$ cat config.mk
export PLATFORM = sky130hd
export DESIGN_NAME = coefficient_rejection_test_top
export DESIGN_NICKNAME = d
export VERILOG_FILES = /design/src/sv/crt_pkg.sv /design/src/sv/crt_cfg_regs.sv /design/src/sv/crt_eval.sv /design/src/sv/coefficient_rejection_test_top.sv
export VERILOG_INCLUDE_DIRS = /design/src /design/src/sv
export SDC_FILE = /design/constraint.sdc
export NUM_CORES = 2
export LEC_CHECK = 0
export ABC_AREA = 1
export BUFFER_PORTS_ARGS = -buffer_cell sky130_fd_sc_hd__buf_2
export CAP_MARGIN = 40
export CORE_MARGIN = 4
export CORE_UTILIZATION = 60
export DETAILED_ROUTE_END_ITERATION = 7
export HOLD_SLACK_MARGIN = 0.08
export MAX_ROUTING_LAYER = met4
export PLACE_DENSITY = 0.85
export SETUP_SLACK_MARGIN = 0.1
export SLEW_MARGIN = 10
export SYNTH_ARGS = -nofsm -noshare
export SYNTH_HDL_FRONTEND = slang
export SYNTH_SLANG_ARGS = --single-unit
$ cat constraint.sdc
create_clock -name clk_i -period 18.5 [get_ports clk_i]
set_input_delay 1.85 -clock clk_i [delete_from_list [all_inputs] [get_ports clk_i]]
set_output_delay 1.85 -clock clk_i [all_outputs]
set_load 0.01 [all_outputs]
$ cat src/sv/coefficient_rejection_test_top_defines.svh
// assertion macros for the coefficient rejection test block
`ifndef COEFFICIENT_REJECTION_TEST_TOP_DEFINES_SVH
`define COEFFICIENT_REJECTION_TEST_TOP_DEFINES_SVH

// same-cycle implication, checked outside reset
`define CRT_ASSERT_IMP(label, clk, rst_n, ante, cons, msg) \
  label: assert property (@(posedge clk) disable iff (!rst_n) (ante) |-> (cons)) \
    else $error(msg);

// next-cycle implication, checked outside reset
`define CRT_ASSERT_NXT(label, clk, rst_n, ante, cons, msg) \
  label: assert property (@(posedge clk) disable iff (!rst_n) (ante) |=> (cons)) \
    else $error(msg);

`endif

$ cat src/sv/crt_pkg.sv
// shared widths, register indexes and types of the coefficient rejection test
`default_nettype none
package crt_pkg;

  localparam int unsigned CoefW   = 24;
  localparam int unsigned RandW   = 24;
  localparam int unsigned GammaW  = 21;
  localparam int unsigned BetaW   = 20;
  localparam int unsigned CfgIdxW = 8;
  localparam int unsigned CfgDatW = GammaW;
  localparam int unsigned InDatW  = 2 * CoefW + RandW;
  localparam int unsigned OutDatW = 8;

  // register indexes of the configuration port
  localparam logic [CfgIdxW-1:0] CfgGammaIdx = 8'd0;
  localparam logic [CfgIdxW-1:0] CfgBetaIdx  = 8'd1;

  // register values after reset
  localparam logic [GammaW-1:0] GammaReset = 21'd8192;
  localparam logic [BetaW-1:0]  BetaReset  = 20'd115;

  // verdict of one coefficient
  typedef struct packed {
    logic used;
    logic reject;
  } crt_verdict_t;

endpackage
`default_nettype wire

$ cat src/sv/crt_cfg_regs.sv
// configuration registers: gamma and beta bounds
`default_nettype none
module crt_cfg_regs
  import crt_pkg::*;
(
  input  wire logic               clk_i,
  input  wire logic               rst_ni,
  input  wire logic               cfg_valid_i,
  input  wire logic [CfgIdxW-1:0] cfg_index_i,
  input  wire logic [CfgDatW-1:0] cfg_data_i,
  output logic                    cfg_ready_o,
  output logic [GammaW-1:0]       gamma_o,
  output logic [BetaW-1:0]        beta_o
);

  logic [GammaW-1:0] gamma_q, gamma_d;
  logic [BetaW-1:0]  beta_q, beta_d;

  assign cfg_ready_o = 1'b1;

  // register decode
  always_comb begin
    gamma_d = gamma_q;
    beta_d  = beta_q;
    if (cfg_valid_i) begin
      unique case (cfg_index_i)
        CfgGammaIdx: gamma_d = cfg_data_i[GammaW-1:0];
        CfgBetaIdx:  beta_d  = cfg_data_i[BetaW-1:0];
        default: ;
      endcase
    end
  end

  always_ff @(posedge clk_i or negedge rst_ni) begin
    if (!rst_ni) begin
      gamma_q <= GammaReset;
      beta_q  <= BetaReset;
    end else begin
      gamma_q <= gamma_d;
      beta_q  <= beta_d;
    end
  end

  assign gamma_o = gamma_q;
  assign beta_o  = beta_q;

endmodule
`default_nettype wire

$ cat src/sv/crt_eval.sv
// per-coefficient band test and random-word comparison
`default_nettype none
module crt_eval
  import crt_pkg::*;
(
  input  wire logic [GammaW-1:0]       gamma_i,
  input  wire logic [BetaW-1:0]        beta_i,
  input  wire logic signed [CoefW-1:0] coefficient_i,
  input  wire logic signed [CoefW-1:0] partner_value_i,
  input  wire logic [RandW-1:0]        random_word_i,
  output crt_verdict_t                 verdict_o
);

  localparam int unsigned WideW = CoefW + 3;
  localparam int unsigned FMagW = GammaW + 1;
  localparam int unsigned ProdW = RandW + FMagW;

  typedef logic signed [WideW-1:0] wide_t;

  logic [CoefW-1:0] val_mag, part_mag;
  wide_t g_s, be_s, val_s, b_s;
  wide_t g_minus_be, max_vb, max_vbe, diff, diff_abs;
  wide_t t1, t2, t3, t1c, t2c, t3c;
  wide_t f_small, gg_small, f_mid, gg_mid, f_s, gg_s;
  logic  in_pass, over, is_small, f_neg, gg_neg, prod_gt;
  logic [FMagW-1:0] f_mag;
  logic [ProdW-1:0] prod, gg_scaled;

  // magnitudes; the most negative code maps to its unsigned magnitude
  assign val_mag  = coefficient_i[CoefW-1] ? (~coefficient_i + 1'b1) : coefficient_i;
  assign part_mag = partner_value_i[CoefW-1] ? (~partner_value_i + 1'b1) : partner_value_i;

  assign g_s   = wide_t'({{(WideW-GammaW){1'b0}}, gamma_i});
  assign be_s  = wide_t'({{(WideW-BetaW){1'b0}}, beta_i});
  assign val_s = wide_t'({{(WideW-CoefW){1'b0}}, val_mag});
  assign b_s   = wide_t'({{(WideW-CoefW){1'b0}}, part_mag});

  // band classification
  assign g_minus_be = g_s - be_s;
  assign in_pass    = (val_s >= be_s) && (val_s < g_minus_be);
  assign over       = val_s >= g_s;
  assign is_small   = val_s < be_s;

  // small-value branch
  assign max_vb   = (val_s > b_s) ? val_s : b_s;
  assign f_small  = (g_s - max_vb) <<< 1;
  assign gg_small = g_minus_be <<< 1;

  // middle-value branch
  assign diff     = val_s - b_s;
  assign diff_abs = diff[WideW-1] ? -diff : diff;
  assign t1       = g_s - diff_abs;
  assign t2       = g_s - (val_s + b_s);
  assign max_vbe  = (val_s > be_s) ? val_s : be_s;
  assign t3       = g_s - max_vbe;
  assign t1c      = t1[WideW-1] ? '0 : t1;
  assign t2c      = t2[WideW-1] ? '0 : t2;
  assign t3c      = t3[WideW-1] ? '0 : t3;
  assign f_mid    = t1c + t2c;
  assign gg_mid   = t3c <<< 1;

  assign f_s  = is_small ? f_small : f_mid;
  assign gg_s = is_small ? gg_small : gg_mid;

  // r*f against g*2^24; both f and a non-negative g stay below 2^22
  assign f_neg     = f_s[WideW-1];
  assign gg_neg    = gg_s[WideW-1];
  assign f_mag     = f_s[FMagW-1:0];
  assign prod      = ProdW'(random_word_i) * ProdW'(f_mag);
  assign gg_scaled = {gg_s[FMagW-1:0], {RandW{1'b0}}};
  assign prod_gt   = prod > gg_scaled;

  assign verdict_o.used   = !in_pass && !over;
  assign verdict_o.reject = over || (!in_pass && (f_neg || gg_neg || prod_gt));

endmodule
`default_nettype wire

$ cat src/sv/coefficient_rejection_test_top.sv
// Coefficient rejection test, top level.
// A word accepted into the input register is judged there and leaves through the result register.
// Throughput: one word per cycle; the input register and the result
// register each advance whenever the stage after them is free.
// Reset clears the sticky reject flag and both valid bits and loads the
// gamma and beta bounds with 8192 and 115.
`default_nettype none
`include "coefficient_rejection_test_top_defines.svh"
module coefficient_rejection_test_top
  import crt_pkg::*;
(
  input  wire logic               clk_i,
  input  wire logic               rst_ni,
  // configuration write channel
  input  wire logic               cfg_valid_i,
  output logic                    cfg_ready_o,
  input  wire logic [CfgIdxW-1:0] cfg_index_i,
  input  wire logic [CfgDatW-1:0] cfg_data_i,
  // input stream
  input  wire logic               s_axis_tvalid,
  output logic                    s_axis_tready,
  // tdata: coefficient [23:0], partner_value [47:24], random_word [71:48]
  input  wire logic [InDatW-1:0]  s_axis_tdata,
  input  wire logic               s_axis_tlast,
  // result stream
  output logic                    m_axis_tvalid,
  input  wire logic               m_axis_tready,
  // tdata: random_used [0], reject_so_far [1], zero [7:2]
  output logic [OutDatW-1:0]      m_axis_tdata,
  output logic                    m_axis_tlast
);

  logic [GammaW-1:0] gamma;
  logic [BetaW-1:0]  beta;
  crt_verdict_t      verdict;

  logic s1_valid_q, s1_valid_d;
  logic signed [CoefW-1:0] s1_coef_q, s1_part_q;
  logic [RandW-1:0] s1_rand_q;
  logic s1_last_q;
  logic out_valid_q, out_valid_d;
  logic out_used_q, out_rej_q, out_last_q;
  logic flag_q, flag_d;
  logic in_acc, out_acc, s1_adv, rej_now;

  crt_cfg_regs u_cfg (
    .clk_i       (clk_i),
    .rst_ni      (rst_ni),
    .cfg_valid_i (cfg_valid_i),
    .cfg_index_i (cfg_index_i),
    .cfg_data_i  (cfg_data_i),
    .cfg_ready_o (cfg_ready_o),
    .gamma_o     (gamma),
    .beta_o      (beta)
  );

  crt_eval u_eval (
    .gamma_i         (gamma),
    .beta_i          (beta),
    .coefficient_i   (s1_coef_q),
    .partner_value_i (s1_part_q),
    .random_word_i   (s1_rand_q),
    .verdict_o       (verdict)
  );

  // handshake and stage advance
  assign out_acc       = out_valid_q && m_axis_tready;
  assign s1_adv        = s1_valid_q && (!out_valid_q || m_axis_tready);
  assign s_axis_tready = !s1_valid_q || s1_adv;
  assign in_acc        = s_axis_tvalid && s_axis_tready;

  assign s1_valid_d  = in_acc ? 1'b1 : (s1_adv ? 1'b0 : s1_valid_q);
  assign out_valid_d = s1_adv ? 1'b1 : (out_acc ? 1'b0 : out_valid_q);

  // sticky reject flag, cleared after the last word of a polynomial
  assign rej_now = flag_q || verdict.reject;
  assign flag_d  = s1_adv ? (s1_last_q ? 1'b0 : rej_now) : flag_q;

  always_ff @(posedge clk_i or negedge rst_ni) begin
    if (!rst_ni) begin
      s1_valid_q  <= 1'b0;
      out_valid_q <= 1'b0;
      flag_q      <= 1'b0;
    end else begin
      s1_valid_q  <= s1_valid_d;
      out_valid_q <= out_valid_d;
      flag_q      <= flag_d;
    end
  end

  // input register payload
  always_ff @(posedge clk_i) begin
    if (in_acc) begin
      s1_coef_q <= s_axis_tdata[CoefW-1:0];
      s1_part_q <= s_axis_tdata[2*CoefW-1:CoefW];
      s1_rand_q <= s_axis_tdata[InDatW-1:2*CoefW];
      s1_last_q <= s_axis_tlast;
    end
  end

  // result register payload
  always_ff @(posedge clk_i) begin
    if (s1_adv) begin
      out_used_q <= verdict.used;
      out_rej_q  <= rej_now;
      out_last_q <= s1_last_q;
    end
  end

  assign m_axis_tvalid = out_valid_q;
  assign m_axis_tdata  = {{(OutDatW-2){1'b0}}, out_rej_q, out_used_q};
  assign m_axis_tlast  = out_last_q;

  // checks
  `CRT_ASSERT_IMP(a_stall_cause, clk_i, rst_ni, !s_axis_tready,
                  s1_valid_q && out_valid_q && !m_axis_tready,
                  "input stalled without a full pipeline")
  `CRT_ASSERT_NXT(a_flag_clear, clk_i, rst_ni, s1_adv && s1_last_q, !flag_q,
                  "reject flag not cleared after last word")
  `CRT_ASSERT_NXT(a_flag_sticky, clk_i, rst_ni, flag_q && !(s1_adv && s1_last_q), flag_q,
                  "reject flag dropped inside a polynomial")

endmodule
`default_nettype wire

==> results_dict.tcl <==
set metrics [dict create \
    period_share 0.9257 \
    grtUsageTotal 0.3793 \
    vias 32948 \
    drt_iter0_markers 3374 \
    start_kind "flip-flop" \
    cts_max_level 4 \
    routabilityCongestion 1.085 \
    synth_top_area_share 0.2531 \
    layout-area-overhead-vs-synth_pct 5.762 \
    route.detailed.drc 0 \
    cpPeakStageDelay_ns 0.57 \
    yosys.area.top_type "fa_1" \
    grt_max_degree 50 \
    layout.nets 5873 \
    diodes 0 \
    reg2reg_slack_ns 1.37 \
    hold_class "reg -> reg" \
    die_h_um 250.2 \
    holdPathEnd "m_axis_tlast" \
    critPathKind "reg -> reg" \
    synth-seq-cells 120 \
    path_max_fanout 15 \
    reg2reg_depth 88 \
    hold_viol_final 0 \
    core_sq_um 57920 \
    synth_top_flop_cell "edfxtp_1" \
    initial_core_util 0.6078 \
    wire_per_inst_um 20.29 \
    status "finished clean" \
    die_x_um 250.2 \
    ys_types 62 \
    setup_violations 0 \
    first_pass_iters 6 \
    gr-usage-met3 0.06624 \
    fill_cells 5093 \
    dpl.hpwl_um 95810 \
    crit_arrival_ns 17.36 \
    clock_path_buffers 2 \
    met2_usage 0.5912 \
    drv_slew 0 \
    critical_path_buf_inv_count 15 \
    clk_latency_ns 0.49 \
    drtAntennaViolNets 0 \
    syn-cell-area_sq_um 35200 \
    cp_common_cell "nand2_1" \
    drive_gt1_frac 0.05948 \
    synth_area_per_cell_sq_um 7.289 \
    numCtsBuffers 17 \
    postSynthCellCount 4829 \
    cts_hold_buf 0 \
    cts.clk_slew.worst_paths_ns 0.07 \
    boundaryPins 119 \
    rsz0062_at_grt "no" \
    yosysMostFrequentCell "nand2_1" \
    tns_ns 0 \
    fin_crit_ns 17.13 \
    clock-sinks 120 \
    r2r-start "s1_part_q[0]" \
    die_area_sq_um 62610 \
    rows 88 \
    grtUsageMet1 0.4612 \
    cts_tree "yes" \
    skew_ns 0.01824 \
    antenna_found_initial 1 \
    maxCapViolCount 0 \
    cts_root_buf "clkbuf_16" \
    ys_seq_area_frac 0.09633 \
    ys_warn_count 0 \
    relSlewSlack 0.3375 \
    hold_start "s1_last_q" \
    top_usage_layer "met2" \
    critPathTopFamily "adder cells" \
    r2r_end "out_rej_q" \
    slowest_stage "fa_1" \
    grt_overflow 0 \
    async_reset_ff_frac 0.3667 \
    critPathCaptureType "flip-flop" \
    min_path_cells 0 \
    fmax_mhz 58.39 \
    vias_per_cell 5.807 \
    grt_pass1_wl_um 181300 \
    io_buffers 111 \
    synth_edf_count 76 \
    grt_pass1_vias 33164 \
    wl_um 115100 \
    worstPathRequired_ns 18.73 \
    tightest_slew_ns 0.9938 \
    synthTopCellsByCount "1,111 x nand2_1, 897 x inv_1, 445 x fa_1, 441 x nor2_1, 425 x ha_1" \
    ys_top_cells_by_area "fa_1 25%, ha_1 15%, nand2_1 12%, inv_1 9.6%, edfxtp_1 6.5%" \
]
[routing by layer]
| layer | part of all wire | routed length [um] |
|---|---|---|
| met2 | 0.45 | 51350 |
| met1 | 0.37 | 42840 |
| met4 | 0.083 | 9572 |
| met3 | 0.099 | 11350 |
| met5 | 0 | 0 |
[state kept, by name, summed over array words and instances, names as in the netlist]
register       count
flag_q             1
m_axis_tlast       1
m_axis_tvalid      1
out_rej_q          1
out_used_q         1
s1_coef_q         24
s1_last_q          1
s1_part_q         24
s1_rand_q         24
s1_valid_q         1
u_cfg.beta_o      20
u_cfg.gamma_o     21
[cells by family (layout without fill, tap and decap cells)]
| kind of cell | Yosys count | count (layout) | share of synthesized area |
|---|---|---|---|
| compound gates | 644 | 644 | 0.1019 |
| xor+xnor | 223 | 223 | 0.05549 |
| fa+ha+maj | 870 | 870 | 0.4042 |
| buf+inv | 1058 | 1129 | 0.1194 |
| flops | 120 | 120 | 0.09633 |
| other cells | 2 | 11 | 0.0002134 |
| simple gates | 1912 | 1912 | 0.2225 |
[cell usage in the layout, fill, tap and decap left out, types with 36 or more instances in the layout]
cell,instances
nor3_1,36
nand2_1,1110
dfrtp_1,38
nor2_1,440
buf_2,111
inv_1,890
fa_1,445
o21ai_0,215
xnor2_1,75
xor2_1,148
nand4_1,61
buf_4,67
edfxtp_1,76
ha_1,425
a21oi_1,292
nand3_1,196
[repair_timing]
item | in CTS | in global routing
resized for setup | 0 | 14
setup endpoints to repair | 0 | 2
buffers inserted | 0 | 4
[stage by stage]
step	setup slack (ns)	area, sq um	hold WS (ns)	std cells	utilization
finish	1.374	37230	0.4496	5674	0.6428
global route	0.07585	37230	0.4715	5674	0.6428
CTS	1.154	37130	0.4488	5670	0.6410
detailed placement	1.226	36590	0.4352	5638	0.6317
global placement	1.479	36450	0.4333	5629	0.6293
floorplan	4.292	35230	0.4272	4838	-
[layout make-up]
type                            count  area [sq um]  share of cell area
Multi-Input combinational cell   3660         27670              0.7432
Inverter                          908          3432             0.09219
Sequential cell                   120          3391             0.09108
Timing Repair Buffer              189          1239             0.03327
Tap cell                          765         957.2             0.02571
Clock buffer                       20         436.7             0.01173
Clock inverter                     12         103.9            0.002790
[how the worst max path moves through the flow]
stage	to	cells after the start	start
3_3_place_gp	out_rej_q	91	s1_part_q[0]
4_1_cts	out_rej_q	90	s1_part_q[0]
6_report	out_rej_q	88	s1_part_q[0]
5_1_grt	out_rej_q	95	s1_part_q[0]
2_1_floorplan	out_rej_q	93	s1_part_q[0]
3_5_place_dp	out_rej_q	90	s1_part_q[0]
Power is not shown: default switching activity piles up to over one toggle a cycle in this logic, so the estimate is an artifact.
